File: src/hw/rtl/sars_pkg.sv
// Shared types and constants for the serial converter read sequencer.
// No dependencies; imported by every module of the block.
package sars_pkg;

  localparam int unsigned HALF_PERIOD_W     = 16;
  localparam int unsigned SLOT_W            = 6;
  localparam int unsigned WORD_W            = 8;
  localparam int unsigned IN_TDATA_W        = 8;
  localparam int unsigned OUT_TDATA_W       = 16;

  localparam logic [HALF_PERIOD_W-1:0] HALF_PERIOD_RESET = 16'd100;

  // slot map of one read
  localparam logic [SLOT_W-1:0] SETUP_SLOTS    = 6'd7;   // start, single-ended, channel bits
  localparam logic [SLOT_W-1:0] DATA_MSB_FIRST = 6'd8;   // first MSB-first sample slot
  localparam logic [SLOT_W-1:0] DATA_MSB_LAST  = 6'd22;  // last MSB sample, also LSB word bit 0
  localparam logic [SLOT_W-1:0] DATA_LSB_FIRST = 6'd24;
  localparam logic [SLOT_W-1:0] DATA_LSB_LAST  = 6'd36;
  localparam logic [SLOT_W-1:0] LAST_SLOT      = 6'd38;
  localparam logic [SLOT_W-1:0] SETUP_LOW_DATA = 6'd4;   // single-ended bit is driven low

  typedef struct packed {
    logic cs;
    logic clk;
    logic dout;
    logic drv;
  } pins_t;

  localparam pins_t PINS_RESET    = '{cs: 1'b1, clk: 1'b0, dout: 1'b0, drv: 1'b0};
  localparam pins_t PINS_FINISHED = '{cs: 1'b1, clk: 1'b0, dout: 1'b1, drv: 1'b1};

  // one result item
  typedef struct packed {
    pins_t             pins;
    logic              done;
    logic [WORD_W-1:0] value;
    logic              match;
  } res_t;

endpackage

File: src/hw/rtl/sars_seq.sv
// Slot sequencer: half-period tick counter, slot index, pin levels and the
// two sample words. Advances once per accepted item. Depends on sars_pkg.
module sars_seq
  import sars_pkg::*;
(
  input  logic                     clk,
  input  logic                     rst,
  input  logic                     cfg_wr_en,
  input  logic [HALF_PERIOD_W-1:0] cfg_wr_data,
  input  logic                     step,
  input  logic                     start_req,
  input  logic                     data_in,
  output res_t                     res
);

  logic [HALF_PERIOD_W-1:0] half_period;
  logic                     busy, busy_next;
  logic [SLOT_W-1:0]        slot_index, slot_index_next;
  logic [HALF_PERIOD_W-1:0] tick_counter, tick_counter_next;
  logic [WORD_W-1:0]        first_word, first_word_next;
  logic [WORD_W-1:0]        second_word, second_word_next;
  pins_t                    pin_levels, pin_levels_next;

  logic [HALF_PERIOD_W-1:0] hp_eff;
  logic [HALF_PERIOD_W-1:0] tick_inc;
  logic                     slot_end;
  logic [SLOT_W-1:0]        lsb_off;
  logic [SLOT_W-1:0]        slot_inc;

  function automatic pins_t slot_pins(input logic [SLOT_W-1:0] s);
    pins_t p;
    p.cs  = 1'b0;
    p.clk = s[0];
    if (s < SETUP_SLOTS) begin
      p.dout = (s != SETUP_LOW_DATA);
      p.drv  = 1'b1;
    end else begin
      p.dout = 1'b1;
      p.drv  = (s <= DATA_MSB_FIRST);
    end
    return p;
  endfunction

  // a zero half period acts as one tick
  assign hp_eff   = (half_period == '0) ? HALF_PERIOD_W'(1) : half_period;
  assign tick_inc = tick_counter + HALF_PERIOD_W'(1);
  assign slot_end = (tick_inc >= hp_eff);
  assign lsb_off  = slot_index - DATA_MSB_LAST;
  assign slot_inc = slot_index + SLOT_W'(1);

  always_comb begin
    busy_next         = busy;
    slot_index_next   = slot_index;
    tick_counter_next = tick_counter;
    first_word_next   = first_word;
    second_word_next  = second_word;
    pin_levels_next   = pin_levels;
    res.done          = 1'b0;
    res.value         = '0;
    res.match         = 1'b0;

    if (!busy) begin
      if (start_req) begin
        busy_next         = 1'b1;
        slot_index_next   = '0;
        tick_counter_next = '0;
        first_word_next   = '0;
        second_word_next  = '0;
        pin_levels_next   = slot_pins('0);
      end
    end else if (!slot_end) begin
      tick_counter_next = tick_inc;
    end else begin
      tick_counter_next = '0;
      // samples land after falling edges, i.e. at the end of even slots
      if (slot_index >= DATA_MSB_FIRST && slot_index <= DATA_MSB_LAST && !slot_index[0])
        first_word_next = {first_word[WORD_W-2:0], data_in};
      if (slot_index == DATA_MSB_LAST)
        second_word_next[0] = data_in;
      if (slot_index >= DATA_LSB_FIRST && slot_index <= DATA_LSB_LAST && !slot_index[0])
        second_word_next[lsb_off[3:1]] = data_in;
      if (slot_index >= LAST_SLOT) begin
        busy_next       = 1'b0;
        slot_index_next = '0;
        pin_levels_next = PINS_FINISHED;
        res.done        = 1'b1;
        res.match       = (first_word == second_word);
        res.value       = res.match ? first_word : '0;
      end else begin
        slot_index_next = slot_inc;
        pin_levels_next = slot_pins(slot_inc);
      end
    end
    res.pins = pin_levels_next;
  end

  always_ff @(posedge clk) begin
    if (rst) begin
      half_period  <= HALF_PERIOD_RESET;
      busy         <= 1'b0;
      slot_index   <= '0;
      tick_counter <= '0;
      first_word   <= '0;
      second_word  <= '0;
      pin_levels   <= PINS_RESET;
    end else begin
      if (cfg_wr_en)
        half_period <= cfg_wr_data;
      if (step) begin
        busy         <= busy_next;
        slot_index   <= slot_index_next;
        tick_counter <= tick_counter_next;
        first_word   <= first_word_next;
        second_word  <= second_word_next;
        pin_levels   <= pin_levels_next;
      end
    end
  end

endmodule

File: src/hw/rtl/sars_out_reg.sv
// Result register between the sequencer and the output stream; holds one
// item and frees itself as it is taken. Depends on sars_pkg.
module sars_out_reg
  import sars_pkg::*;
(
  input  logic                   clk,
  input  logic                   rst,
  input  logic                   in_valid,
  output logic                   in_ready,
  input  res_t                   in_res,
  output logic                   out_valid,
  input  logic                   out_ready,
  output logic [OUT_TDATA_W-1:0] out_data
);

  res_t held;

  assign in_ready = !out_valid || out_ready;

  always_ff @(posedge clk) begin
    if (rst) begin
      out_valid <= 1'b0;
    end else if (in_ready) begin
      out_valid <= in_valid;
    end
  end

  always_ff @(posedge clk) begin
    if (in_valid && in_ready)
      held <= in_res;
  end

  assign out_data = {2'b00, held.match, held.value, held.done,
                     held.pins.drv, held.pins.dout, held.pins.clk, held.pins.cs};

endmodule

File: src/hw/rtl/serial_adc_read_sequencer_core.sv
// Top level of the serial converter read sequencer.
// Depends on sars_pkg, sars_seq and sars_out_reg.
//
// Each input item is one tick of the pin sequencer; the block takes one item
// per clock cycle and returns exactly one result item for it, registered in
// the result register. Throughput is one item per cycle whenever the
// output side takes results; s_axis_tready follows m_axis_tready when the
// result register is full. A start request while idle lowers chip select and
// runs 39 slots of half_period_ticks items each (0 acts as 1); done_res is set
// on the item that ends the read, with value 0 when the two words differ.
module serial_adc_read_sequencer_core
  import sars_pkg::*;
(
  input  logic                     clk,
  input  logic                     rst,
  input  logic                     cfg_wr_en,
  input  logic [HALF_PERIOD_W-1:0] cfg_wr_data,   // half_period_ticks
  input  logic                     s_axis_tvalid,
  output logic                     s_axis_tready,
  input  logic [IN_TDATA_W-1:0]    s_axis_tdata,  // [0] start_req, [1] data_in, [7:2] zero
  output logic                     m_axis_tvalid,
  input  logic                     m_axis_tready,
  // [0] chip_select, [1] serial_clock, [2] data_out, [3] data_drive,
  // [4] done_res, [12:5] value, [13] words_match, [15:14] zero
  output logic [OUT_TDATA_W-1:0]   m_axis_tdata
);

  res_t res;
  logic step;

  assign step = s_axis_tvalid && s_axis_tready;

  sars_seq u_seq (
    .clk         (clk),
    .rst         (rst),
    .cfg_wr_en   (cfg_wr_en),
    .cfg_wr_data (cfg_wr_data),
    .step        (step),
    .start_req   (s_axis_tdata[0]),
    .data_in     (s_axis_tdata[1]),
    .res         (res)
  );

  sars_out_reg u_out (
    .clk       (clk),
    .rst       (rst),
    .in_valid  (s_axis_tvalid),
    .in_ready  (s_axis_tready),
    .in_res    (res),
    .out_valid (m_axis_tvalid),
    .out_ready (m_axis_tready),
    .out_data  (m_axis_tdata)
  );

endmodule

File: config.mk
export PLATFORM = sky130hd
export DESIGN_NAME = serial_adc_read_sequencer_core
export DESIGN_NICKNAME = d
export VERILOG_FILES = /design/src/hw/rtl/sars_pkg.sv /design/src/hw/rtl/sars_seq.sv /design/src/hw/rtl/sars_out_reg.sv /design/src/hw/rtl/serial_adc_read_sequencer_core.sv
export SDC_FILE = /design/constraint.sdc
export NUM_CORES = 1
export LEC_CHECK = 0
export BUFFER_PORTS_ARGS = -buffer_cell sky130_fd_sc_hd__buf_2
export CAP_MARGIN = 5
export CORE_MARGIN = 2
export CORE_UTILIZATION = 30
export DETAILED_ROUTE_END_ITERATION = 8
export HOLD_SLACK_MARGIN = 0.08
export PLACE_DENSITY_LB_ADDON = 0.1
export RECOVER_POWER = 100
export SLEW_MARGIN = 20
export SYNTH_ARGS = -nofsm -noshare
export SYNTH_HDL_FRONTEND = slang
export SYNTH_SLANG_ARGS = --single-unit
File: constraint.sdc
create_clock -name clk -period 8.3 [get_ports clk]
set_clock_uncertainty 0.2 [all_clocks]
set_input_delay 1.66 -clock clk [delete_from_list [all_inputs] [get_ports clk]]
set_output_delay 1.66 -clock clk [all_outputs]
set_load 0.03 [all_outputs]
==> summary.txt, run 1 <==
Synthesis
  – Post-synth top area share: 29.3%
  – Yosys warnings: 0
  – Synth cell types: 63
  – Gate Count Post-Synth: 447
  – Synth cell count leaders: dfxtp_1, nand2_1, nor2_1
  – Post-synthesis sequential area ratio: 39.5%
  – Number of synthesized flops with an enable pin: 14
  – Yosys reg bits: 74
  – Post-synth top area cell: dfxtp_1
  – Ys flop type: dfxtp_1
  – Avg Inst Size Synth: 9.18 um2
  – Most instantiated library cell after synthesis: dfxtp_1
  – Synth area leaders: dfxtp_1, edfxtp_1, ha_1
  – Synth Cell Area: 4110 um2
  – Ys async rst share: 0%

Min path
  – Min-Delay Path Class: flip-flop to flip-flop
  – WHS Path Cells: 2

Clock tree
  – CTS tree: built
  – Clock Pin Slew Worst Setup and Hold Paths: 0.06 ns
  – Post CTS Setup Buffer Count: 0
  – Skew-Pair Late Insertion Delay: 0.35 ns
  – TritonCTS Buffers: 9
  – Hold-fix buffers at CTS: 0
  – CTS resizes: 0
  – Root Buffer Master: clkbuf_16
  – H-tree lvl count: 3
  – Maximum clock insertion buffer count: 2
  – Sink Count: 74

Run status
  – Status: finished with violations
  – Failing checks: max-capacitance violations, max-slew violations

Worst setup path
  – Critical path endpoint category: flip-flop
  – Critical path class: flip-flop to flip-flop
  – Worst EP arrival: 5.50 ns
  – Critical Path RT: 8.31 ns
  – Worst Setup Start Kind: flip-flop
  – Critical-path maximum fanout: 20
  – Register-to-register setup slack: 2.81 ns
  – Reg2Reg Depth: 11

Floorplan
  – Die area: 14600 um2
  – Die Width: 121 um
  – Starting Density: 30.9%
  – Core box area: 13300 um2
  – # IOs: 47
  – Row cnt: 42
  – Die boundary height: 121 um

Cells and area
  – Share of layout cells above drive strength 1: 8.30%
  – # nets final: 528
  – Antenna diode count: 0
  – Area growth syn-to-layout: 12.6%

GRT
  – Largest net degree at the start of global routing: 34
  – Initial antenna violation count: 0
  – GRT Util Overall: 15.5%
  – Vias in the first global route: 3298
  – First-pass GRT wire length: 17300 um
  – GRT overflow: 0

Placed design
  – # port buffers: 38
  – Post-DP HPWL: 7620 um
  – Gpl congestion: 0.814

STA
  – Final period utilization: 66.1%
  – Least-Margin Pin Slew: 1.72 ns
  – Max-slew violations: 52
  – Max-slew headroom: -15.8%
  – Setup violators final: 0
  – Final Hold Vio Count: 0
  – RSZ-0062 raised after global routing: false
  – Time the worst path needs with I/O delays and setup: 5.49 ns
  – Setup TNS: 0 ns
  – Highest Clock Rate: 0.182 GHz

Pwr
  – Leakage: 0.00173 uW
  – Max rail drop VDD: 85.2 uV
  – Tot Pwr: 852 uW
  – Pwr/cell area: 184 nW/um2

Routing
  – Total number of vias: 3368
  – Routed WL: 10700 um
  – Pre-Repair DR Iteration Count: 4
  – Remaining DRCs: 0
  – Routed length per instance: 16.2 um
  – Routed Antenna Nets: 0
  – DRT iter0 DRCs: 176
  – DR vias/cell: 5.12

Job
  – Max-cap violations: 2
## metal layers
metal,wire length [um],vias to the layer above,global-route usage [%]
li1,-,1709,-
met1,5120,1606,19.5
met2,5030,39,25.0
met3,334,14,4.65
met4,196,0,5.52
met5,0,-,0
## cell type report
class                   instances  area (um2)
flip-flops and latches         74        1620
fillers                      1423        8670
multi-input cells             327        2210
repair buffers                 41         188
clock buffers                  10         229
inverters                      24        90.1
clock inverters                 6        65.1
well taps                     176         220
## power by group
group          total [uW]  internal [uW]  switching, uW
Clock                 399            234            165
Combinational        71.0           21.9           49.1
Sequential            383            377           5.68
Total                 852            633            219
## kinds of logic after synthesis
group | after synthesis | synth area share (%)
flip-flops | 74 | 39.5
adder cells (fa/ha/maj) | 22 | 6.71
buffers and inverters | 47 | 4.88
other | 1 | 0.0913
AND/OR/NAND/NOR | 154 | 20.6
XOR/XNOR | 27 | 5.76
AO/OA/AOI/OAI | 106 | 18.5
multiplexers | 16 | 3.90
## cells in the final DEF (no fill, tap or decap), types with 16 or more instances in the layout
| master | count |
|---|---|
| buf_2 | 21 |
| nand3_1 | 20 |
| nor2_1 | 29 |
| dfxtp_1 | 60 |
| ha_1 | 22 |
| mux2i_1 | 16 |
| nand2_1 | 29 |
| xnor2_1 | 18 |
| a21oi_1 | 24 |
| inv_1 | 23 |
| clkbuf_1 | 19 |
## critical path: stages, from the launching register on
cell     delay [ns]
dfxtp_1        0.43
nand3_1        0.16
nor4_1         0.89
nand4_1        0.21
xnor2_1        0.35
ha_1           0.24
nand4_1        0.13
or2_0          0.34
or4_1          0.63
and3_1         0.50
nor4_1         1.02
and2_0         0.23
## flip-flops by register name, indices dropped and copies added (netlist names), 4 cells and up
signal and cells:
u_seq.half_period 16, u_seq.tick_counter 16, u_out.out_data 14, u_seq.first_word 8, u_seq.second_word 8, u_seq.slot_index 6, u_seq.pin_levels 4
## worst paths after layout
check                              from             endpoint
setup / recovery  u_seq.tick_counter[4]    u_out.out_data[6]
setup reg to reg  u_seq.tick_counter[4]    u_out.out_data[6]
hold reg to reg     u_seq.pin_levels[2]  u_seq.pin_levels[2]
hold / removal      u_seq.pin_levels[2]  u_seq.pin_levels[2]
## stage by stage
step	area, um2	instances	hold WS [ns]	setup slack, ns	utilization [%]
4_1_cts	4730	658	0.295	3.67	35.5
3_5_place_dp	4430	642	0.282	3.69	33.3
3_3_place_gp	4430	642	0.277	3.74	33.3
2_1_floorplan	4110	448	0.250	4.15	-
5_1_grt	4620	658	0.324	2.18	34.8
6_report	4620	658	0.284	2.81	34.8
No activity file was read; power rests on OpenSTA's default activity.
==> run 2: changes to the inputs <==
==> constraint.sdc (replaced) <==
create_clock -name clk -period 5.5 [get_ports clk]
set_clock_uncertainty 0.2 [all_clocks]
set_input_delay 1.1 -clock clk [delete_from_list [all_inputs] [get_ports clk]]
set_output_delay 1.1 -clock clk [all_outputs]
set_load 0.03 [all_outputs]
==> run 2 against run 1 <==
  * The run still ends with max-capacitance violations, max-slew violations left
  * Cell area rose by 1.5%
  * Fmax up 19%
  * Via count rose by 0.98%
  * Core utilization increased by 0.51 points
  * Critical path depth is 1 higher
  * Worst hold slack better by 0.0035 ns
  * Wire length is 0.78% higher
  * Non-clock buffer count increased by 1
  * Worst setup slack worse by 1.9 ns
  * Die area is the same
  * Largest cell class unchanged
  * First-iteration DRC count shrank 5.7%
  * Clock power grew 52%
==> summary.txt, run 2 (synthesis results as in run 1) <==
GRT
  – M3 GR Usage: 2.96% (was 4.65%)
  – First-pass GRT wire length: 17300 um (unchanged)
  – Vias in the first global route: 3343 (was 3298)
  – Met1 Track Usage GR: 18.9% (was 19.5%)
  – GRT Util Overall: 15.4% (was 15.5%)
  – M2 GR Usage: 25.9% (was 25.0%)
  – Largest net degree at the start of global routing: 34 (unchanged)
  – Initial antenna violation count: 0 (unchanged)
  – GRT overflow: 0 (unchanged)
  – Most Used Layer, Global Route: met2 (unchanged)

Routing
  – Pre-Repair DR Iteration Count: 5 (was 4)
  – DR vias/cell: 5.16 (was 5.12)
  – Routed Antenna Nets: 0 (unchanged)
  – Routed WL: 10800 um (was 10700 um)
  – Total number of vias: 3401 (was 3368)
  – DRT iter0 DRCs: 166 (was 176)
  – Routed length per instance: 16.3 um (was 16.2 um)
  – Remaining DRCs: 0 (unchanged)

Floorplan
  – Die boundary height: 121 um (unchanged)
  – Starting Density: 30.9% (unchanged)
  – Core box area: 13300 um2 (unchanged)
  – Row cnt: 42 (unchanged)
  – # IOs: 47 (unchanged)
  – Die area: 14600 um2 (unchanged)
  – Die Width: 121 um (unchanged)

Worst setup path
  – Cell-by-cell trace of the critical path: ha_1, and3_1, nand3_1, nor3_1, xnor2_1, ha_1, nand4_1, or2_0, or4_1, and3_4, nor4_2, and2_0 (was nand3_1, nor4_1, nand4_1, xnor2_1, ha_1, nand4_1, or2_0, or4_1, and3_1, nor4_1, and2_0)
  – Critical path class: flip-flop to flip-flop (unchanged)
  – Reg2Reg Depth: 12 (was 11)
  – Critical-path maximum fanout: 20 (unchanged)
  – Slowest cell delay on critical path: 0.64 ns (was 1.02 ns)
  – Critical Path RT: 5.51 ns (was 8.31 ns)
  – Critical path endpoint category: flip-flop (unchanged)
  – Worst Setup Start Kind: flip-flop (unchanged)
  – Register-to-register setup slack: 0.89 ns (was 2.81 ns)
  – Worst r2r src: u_seq.tick_counter[0] (was u_seq.tick_counter[4])
  – Worst r2r dst: u_out.out_data[7] (was u_out.out_data[6])
  – Worst EP arrival: 4.62 ns (was 5.50 ns)
  – CP max-delay cell: or4_1 (was nor4_1)
  – CP most frequent cell: ha_1

Placed design
  – Gpl congestion: 0.840 (was 0.814)
  – Post-DP HPWL: 7710 um (was 7620 um)
  – Post-Place Cell Area: 4440 um2 (was 4430 um2)
  – # port buffers: 38 (unchanged)

Run status
  – Failing checks: max-capacitance violations, max-slew violations (unchanged)
  – Status: finished with violations (unchanged)

Pwr
  – Leakage: 0.00177 uW (was 0.00173 uW)
  – Reg power frac: 44.7% (was 44.9%)
  – Comb power frac: 8.3% (about the same)
  – Sw Pwr: 335 uW (was 219 uW)
  – Max rail drop VDD: 108 uV (was 85.2 uV)
  – Pwr/cell area: 275 nW/um2 (was 184 nW/um2)
  – Switching portion of total power: 25.9% (was 25.7%)
  – P_int: 956 uW (was 633 uW)
  – Clock power frac: 46.9% (was 46.8%)

Clock tree
  – Hold-fix buffers at CTS: 0 (unchanged)
  – Root Buffer Master: clkbuf_16 (unchanged)
  – TritonCTS Buffers: 9 (unchanged)
  – Post CTS Setup Buffer Count: 0 (unchanged)
  – Sink Count: 74 (unchanged)
  – CTS tree: built (unchanged)
  – Maximum clock insertion buffer count: 2 (unchanged)
  – CTS resizes: 0 (unchanged)
  – H-tree lvl count: 3 (unchanged)
  – Skew-Pair Late Insertion Delay: 0.35 ns (about the same)
  – Clock Pin Slew Worst Setup and Hold Paths: 0.06 ns (about the same)

STA
  – Setup violators final: 0 (unchanged)
  – Setup TNS: 0 ns (unchanged)
  – Least-Margin Pin Slew: 1.68 ns (was 1.72 ns)
  – Final period utilization: 83.7% (was 66.1%)
  – Min Hold Slack: 0.287 ns (was 0.284 ns)
  – Final Hold Vio Count: 0 (unchanged)
  – Max-slew violations: 34 (was 52)
  – Highest Clock Rate: 0.217 GHz (was 0.182 GHz)
  – Max-slew headroom: -12.2% (was -15.8%)
  – Time the worst path needs with I/O delays and setup: 4.61 ns (was 5.49 ns)
  – RSZ-0062 raised after global routing: false (unchanged)

Min path
  – Hold Path End: u_seq.pin_levels[2] (unchanged)
  – WHS Path Cells: 2 (unchanged)
  – Min-delay src: u_seq.pin_levels[2] (unchanged)
  – Min-Delay Path Class: flip-flop to flip-flop (unchanged)

Job
  – Max-cap violations: 1 (was 2)

Cells and area
  – Area growth syn-to-layout: 14.3% (was 12.6%)
  – Most common cell after layout, fill and taps aside: dfxtp_1 (unchanged)
  – Share of layout cells above drive strength 1: 9.94% (was 8.30%)
  – Cell area after layout: 4690 um2 (was 4620 um2)
  – # nets final: 529 (was 528)
  – Antenna diode count: 0 (unchanged)
  – Most frequent cells in the layout: dfxtp_1, nand2_1, nor2_1 (unchanged)
==> run 2: metrics by stage <==
stage               instances  power [uW]  setup WS [ns]  utilization, %
floorplan                 448         665           1.35               -
global placement          643         700           1.24            33.4
detailed placement        643         703           1.16            33.4
CTS                       659        1310           1.16            35.7
global route              659        1350          0.441            35.3
finish                    659        1290          0.894            35.3
==> run 2: power groups by stage <==
stage / combinational (uW) / sequential [uW] / clock [uW]
after floorplan: 63.8 / 601 / 0
after global placement: 111 / 589 / 0
after detailed placement: 113 / 590 / 0
after CTS: 114 / 578 / 621
after global routing: 120 / 579 / 646
final: 107 / 578 / 606
==> run 2: final cells by class <==
| type | instances | area, um2 |
|---|---|---|
| clock inverter | 7 | 77.6 |
| tap | 176 | 220 |
| sequential | 74 | 1620 |
| multi-input combinational | 327 | 2260 |
| fill | 1405 | 8600 |
| clock buffer | 9 | 225 |
| inverter | 24 | 90.1 |
| timing repair buffer | 42 | 195 |
==> run 2: worst max-delay path by stage <==
stage	endpoint	cells past startpoint	from
after global placement	u_out.out_data[5]	12	u_seq.tick_counter[0]
after detailed placement	u_out.out_data[7]	12	u_seq.tick_counter[0]
after global routing	u_out.out_data[7]	12	u_seq.tick_counter[0]
final	u_out.out_data[7]	12	u_seq.tick_counter[0]
after floorplan	u_out.out_data[0]	13	u_seq.tick_counter[6]
after CTS	u_out.out_data[7]	12	u_seq.tick_counter[0]
==> run 2: per-layer routing <==
layer	up-vias	wire length, um
met5	-	0
met3	10	301
met4	0	154
li1	1715	-
met1	1619	5000
met2	57	5310
==> run 2: worst max-delay path: cells and delay by family (launching register included) <==
family	cells	cell delay, ns
adders and majority gates	2	0.57
xor gates and xnor gates	1	0.15
and+or+nand+nor	9	3.10
DFF	1	0.45
==> run 3: changes to the inputs <==
--- a/config.mk
+++ b/config.mk
@@ -5,6 +5,7 @@
 export SDC_FILE = /design/constraint.sdc
 export NUM_CORES = 1
 export LEC_CHECK = 0
+export ABC_AREA = 1
 export BUFFER_PORTS_ARGS = -buffer_cell sky130_fd_sc_hd__buf_2
 export CAP_MARGIN = 5
 export CORE_MARGIN = 2
==> constraint.sdc (replaced) <==
create_clock -name clk -period 4.7 [get_ports clk]
set_clock_uncertainty 0.2 [all_clocks]
set_input_delay 0.94 -clock clk [delete_from_list [all_inputs] [get_ports clk]]
set_output_delay 0.94 -clock clk [all_outputs]
set_load 0.03 [all_outputs]
==> run 3 against run 2 <==
  * The run still ends with max-capacitance violations, max-slew violations left
  * Worst setup slack got worse by 0.14 ns
  * Cell area increased by 1.2%
  * Clock power increased by 23%
  * Sequential cell count did not move
  * Register-to-register slack got worse by 0.14 ns
  * Fmax is 17% higher
  * Global-route usage shrank 1.6 points
  * Critical path depth increased by 5
  * Sequential power is 22% higher
  * Core utilization increased by 0.29 points
  * Die area rose by 0.88%
  * Worst hold slack lost 0.029 ns
  * Highest routed layer unchanged
==> summary.txt, run 3 <==
Run status
  – Status: finished with violations (unchanged)
  – Failing checks: max-capacitance violations, max-slew violations (unchanged)

Synthesis
  – Post-synthesis sequential area ratio: 39.1% (was 39.5%)
  – Simple-Gate Fraction of Synth Area: 26.4% (was 20.6%)
  – Gate Count Post-Synth: 557 (was 447)
  – Synth Cell Area: 4140 um2 (was 4110 um2)
  – Avg Inst Size Synth: 7.44 um2 (was 9.18 um2)
  – Synth Area in Compound Gates: 12.8% (was 18.5%)
  – Ys async rst share: 0% (unchanged)
  – Post-synthesis mux area share: 0% (was 3.90%)
  – Post-synthesis adder-cell area fraction: 6.64% (was 6.71%)
  – Xor/xnor share of the synthesized area: 5.04% (was 5.76%)
  – Largest family of logic cells by synthesized area: simple AND/OR/NAND/NOR gates (unchanged)
  – Yosys reg bits: 74 (unchanged)
  – Most instantiated library cell after synthesis: nand2_1 (was dfxtp_1)
  – Post-synth top area share: 29.0% (was 29.3%)
  – Synth cell types: 41 (was 63)
  – Post-synth top area cell: dfxtp_1 (unchanged)
  – Synth cell count leaders: nand2_1, inv_1, dfxtp_1 (was dfxtp_1, nand2_1, nor2_1)
  – Number of synthesized flops with an enable pin: 14 (unchanged)
  – Ys flop type: dfxtp_1 (unchanged)
  – Yosys warnings: 0 (unchanged)
  – Synth area leaders: dfxtp_1, nand2_1, edfxtp_1 (was dfxtp_1, edfxtp_1, ha_1)

STA
  – Final period utilization: 84.0% (was 83.7%)
  – Max-slew headroom: -10.5% (was -12.2%)
  – Setup violators final: 0 (unchanged)
  – Least-Margin Pin Slew: 1.66 ns (was 1.68 ns)
  – Time the worst path needs with I/O delays and setup: 3.95 ns (was 4.61 ns)
  – Max-slew violations: 34 (unchanged)
  – Setup TNS: 0 ns (unchanged)
  – Final Hold Vio Count: 0 (unchanged)
  – RSZ-0062 raised after global routing: false (unchanged)
  – Highest Clock Rate: 0.253 GHz (was 0.217 GHz)

Cells and area
  – Area growth syn-to-layout: 14.6% (was 14.3%)
  – Share of layout cells above drive strength 1: 10.8% (was 9.94%)
  – Most common cell after layout, fill and taps aside: nand2_1 (was dfxtp_1)
  – Fill cells: 1470 (was 1405)
  – Post-layout util: 35.6% (was 35.3%)
  – Antenna diode count: 0 (unchanged)
  – Most frequent cells in the layout: nand2_1, inv_1, dfxtp_1 (was dfxtp_1, nand2_1, nor2_1)
  – # nets final: 641 (was 529)
  – FF/Latch Area: 1620 um2 (unchanged)
  – Multi-input gate area: 2100 um2 (was 2260 um2)

Pwr
  – Reg power frac: 42.8% (was 44.7%)
  – Clock power frac: 45.2% (was 46.9%)
  – Max rail drop VDD: 132 uV (was 108 uV)
  – Sw Pwr: 437 uW (was 335 uW)
  – Comb power frac: 11.9% (was 8.3%)
  – Pwr/cell area: 346 nW/um2 (was 275 nW/um2)
  – Leakage: 0.00210 uW (was 0.00177 uW)
  – P_int: 1210 uW (was 956 uW)
  – Switching portion of total power: 26.6% (was 25.9%)
  – Tot Pwr: 1640 uW (was 1290 uW)

Worst setup path
  – Critical-path maximum fanout: 17 (was 20)
  – Reg2Reg Depth: 17 (was 12)
  – Worst EP arrival: 4.00 ns (was 4.62 ns)
  – Slowest cell delay on critical path: 0.44 ns (was 0.64 ns)
  – CP max-delay cell: nor2_4 (was or4_1)
  – CP most frequent cell: nand2_1 (was ha_1)
  – Worst r2r dst: u_seq.tick_counter[6] (was u_out.out_data[7])
  – Worst r2r src: u_seq.tick_counter[0] (unchanged)
  – Critical path endpoint category: flip-flop (unchanged)
  – Worst Setup Start Kind: flip-flop (unchanged)
  – Critical Path RT: 4.75 ns (was 5.51 ns)
  – Register-to-register setup slack: 0.75 ns (was 0.89 ns)
  – Cell-by-cell trace of the critical path: ha_1, nand2_1, nor2_1, nand3_1, nor2_1, nand2_1, nor2_1, xor2_1, ha_1, nand2_1, o21bai_1, nand2_1, a21oi_1, nand4_4, nor2_4, nand2_1, a21oi_1 (was ha_1, and3_1, nand3_1, nor3_1, xnor2_1, ha_1, nand4_1, or2_0, or4_1, and3_4, nor4_2, and2_0)
  – Critical path class: flip-flop to flip-flop (unchanged)

Routing
  – Routed length per instance: 12.2 um (was 16.3 um)
  – Routed WL: 9440 um (was 10800 um)
  – Pre-Repair DR Iteration Count: 5 (unchanged)
  – Remaining DRCs: 0 (unchanged)
  – Total number of vias: 3511 (was 3401)
  – DR vias/cell: 4.55 (was 5.16)
  – DRT iter0 DRCs: 161 (was 166)
  – Routed Antenna Nets: 0 (unchanged)

Clock tree
  – CTS resizes: 0 (unchanged)
  – Clock Pin Slew Worst Setup and Hold Paths: 0.06 ns (about the same)
  – Maximum clock insertion buffer count: 2 (unchanged)
  – CTS tree: built (unchanged)
  – TritonCTS Buffers: 9 (unchanged)
  – H-tree lvl count: 3 (unchanged)
  – Sink Count: 74 (unchanged)
  – Hold-fix buffers at CTS: 0 (unchanged)
  – Root Buffer Master: clkbuf_16 (unchanged)
  – Post CTS Setup Buffer Count: 0 (unchanged)
  – Skew-Pair Late Insertion Delay: 0.35 ns (about the same)

Floorplan
  – Starting Density: 31.0% (was 30.9%)
  – Core box area: 13300 um2 (about the same)
  – # IOs: 47 (unchanged)
  – Die area: 14800 um2 (was 14600 um2)
  – Die Width: 122 um (was 121 um)
  – Die boundary height: 122 um (was 121 um)
  – Row cnt: 42 (unchanged)

GRT
  – GRT overflow: 0 (unchanged)
  – M2 GR Usage: 23.1% (was 25.9%)
  – Largest net degree at the start of global routing: 34 (unchanged)
  – Most Used Layer, Global Route: met2 (unchanged)
  – GRT Util Overall: 13.8% (was 15.4%)
  – Initial antenna violation count: 0 (unchanged)
  – Vias in the first global route: 3273 (was 3343)
  – First-pass GRT wire length: 15900 um (was 17300 um)
  – M3 GR Usage: 3.10% (was 2.96%)
  – Met1 Track Usage GR: 17.1% (was 18.9%)

Placed design
  – # port buffers: 38 (unchanged)
  – Post-DP HPWL: 6910 um (was 7710 um)
  – Gpl congestion: 0.812 (was 0.840)

Min path
  – WHS Path Cells: 2 (unchanged)
  – Min-delay src: u_seq.half_period[0] (was u_seq.pin_levels[2])
  – Min-Delay Path Class: flip-flop to flip-flop (unchanged)
  – Hold Path End: u_seq.half_period[0] (was u_seq.pin_levels[2])

Job
  – Max-cap violations: 1 (unchanged)
-- run 3: stage by stage --
step | instance area (um2) | hold WS, ns | cells | setup WS, ns
5_1_grt | 4750 | 0.284 | 771 | 0.329
6_report | 4750 | 0.258 | 771 | 0.750
3_3_place_gp | 4470 | 0.250 | 755 | 0.980
3_5_place_dp | 4470 | 0.255 | 755 | 0.965
4_1_cts | 4790 | 0.264 | 771 | 0.945
2_1_floorplan | 4150 | 0.229 | 558 | 1.65
-- run 3: layout make-up --
cell class / count / share of cell area (%)
Clock buffer: 10 / 4.82
Clock inverter: 6 / 1.92
Timing Repair Buffer: 40 / 3.74
Inverter: 81 / 6.46
Sequential cell: 74 / 34.2
Tap cell: 176 / 4.64
Multi-Input combinational cell: 384 / 44.3
-- run 3: cell families (layout without fill, tap and decap cells) --
group,count (synthesis),after routing
XOR/XNOR,23,23
flip-flops,74,74
AND/OR/NAND/NOR,238,238
buffers and inverters,100,137
adder cells (fa/ha/maj),22,22
other,1,2
AO/OA/AOI/OAI,99,99
-- run 3: per-layer routing --
metal | routed length [um] | share of wire, %
met1 | 4370 | 46
met2 | 4530 | 48
met3 | 363 | 3.8
met4 | 179 | 1.9
met5 | 0 | 0
-- run 3: worst max path at each step --
stage / from / slack (ns) / endpoint / depth (start not counted)
after floorplan: u_seq.tick_counter[0] / 1.65 / u_out.out_data[10] / 18
after global placement: u_seq.tick_counter[0] / 0.98 / u_seq.tick_counter[11] / 17
after detailed placement: u_seq.tick_counter[0] / 0.96 / u_seq.tick_counter[6] / 17
after CTS: u_seq.tick_counter[0] / 0.94 / u_seq.tick_counter[6] / 17
after global routing: u_seq.tick_counter[0] / 0.33 / u_seq.slot_index[0] / 18
final: u_seq.tick_counter[0] / 0.75 / u_seq.tick_counter[6] / 17
-- run 3: worst max-delay path: cells and delay by family (launching register included) --
family | cells | cell delay [ns]
fa+ha+maj | 2 | 0.47
simple gates | 11 | 1.95
xor+xnor | 1 | 0.22
flops | 1 | 0.43
compound gates | 3 | 0.60
-- run 3: power by group through the flow --
stage | clock network [uW] | registers, uW | logic, uW
after floorplan | 0 | 721 | 145
after global placement | 0 | 717 | 202
after detailed placement | 0 | 717 | 203
after CTS | 768 | 704 | 204
after global routing | 795 | 708 | 226
final | 743 | 704 | 196
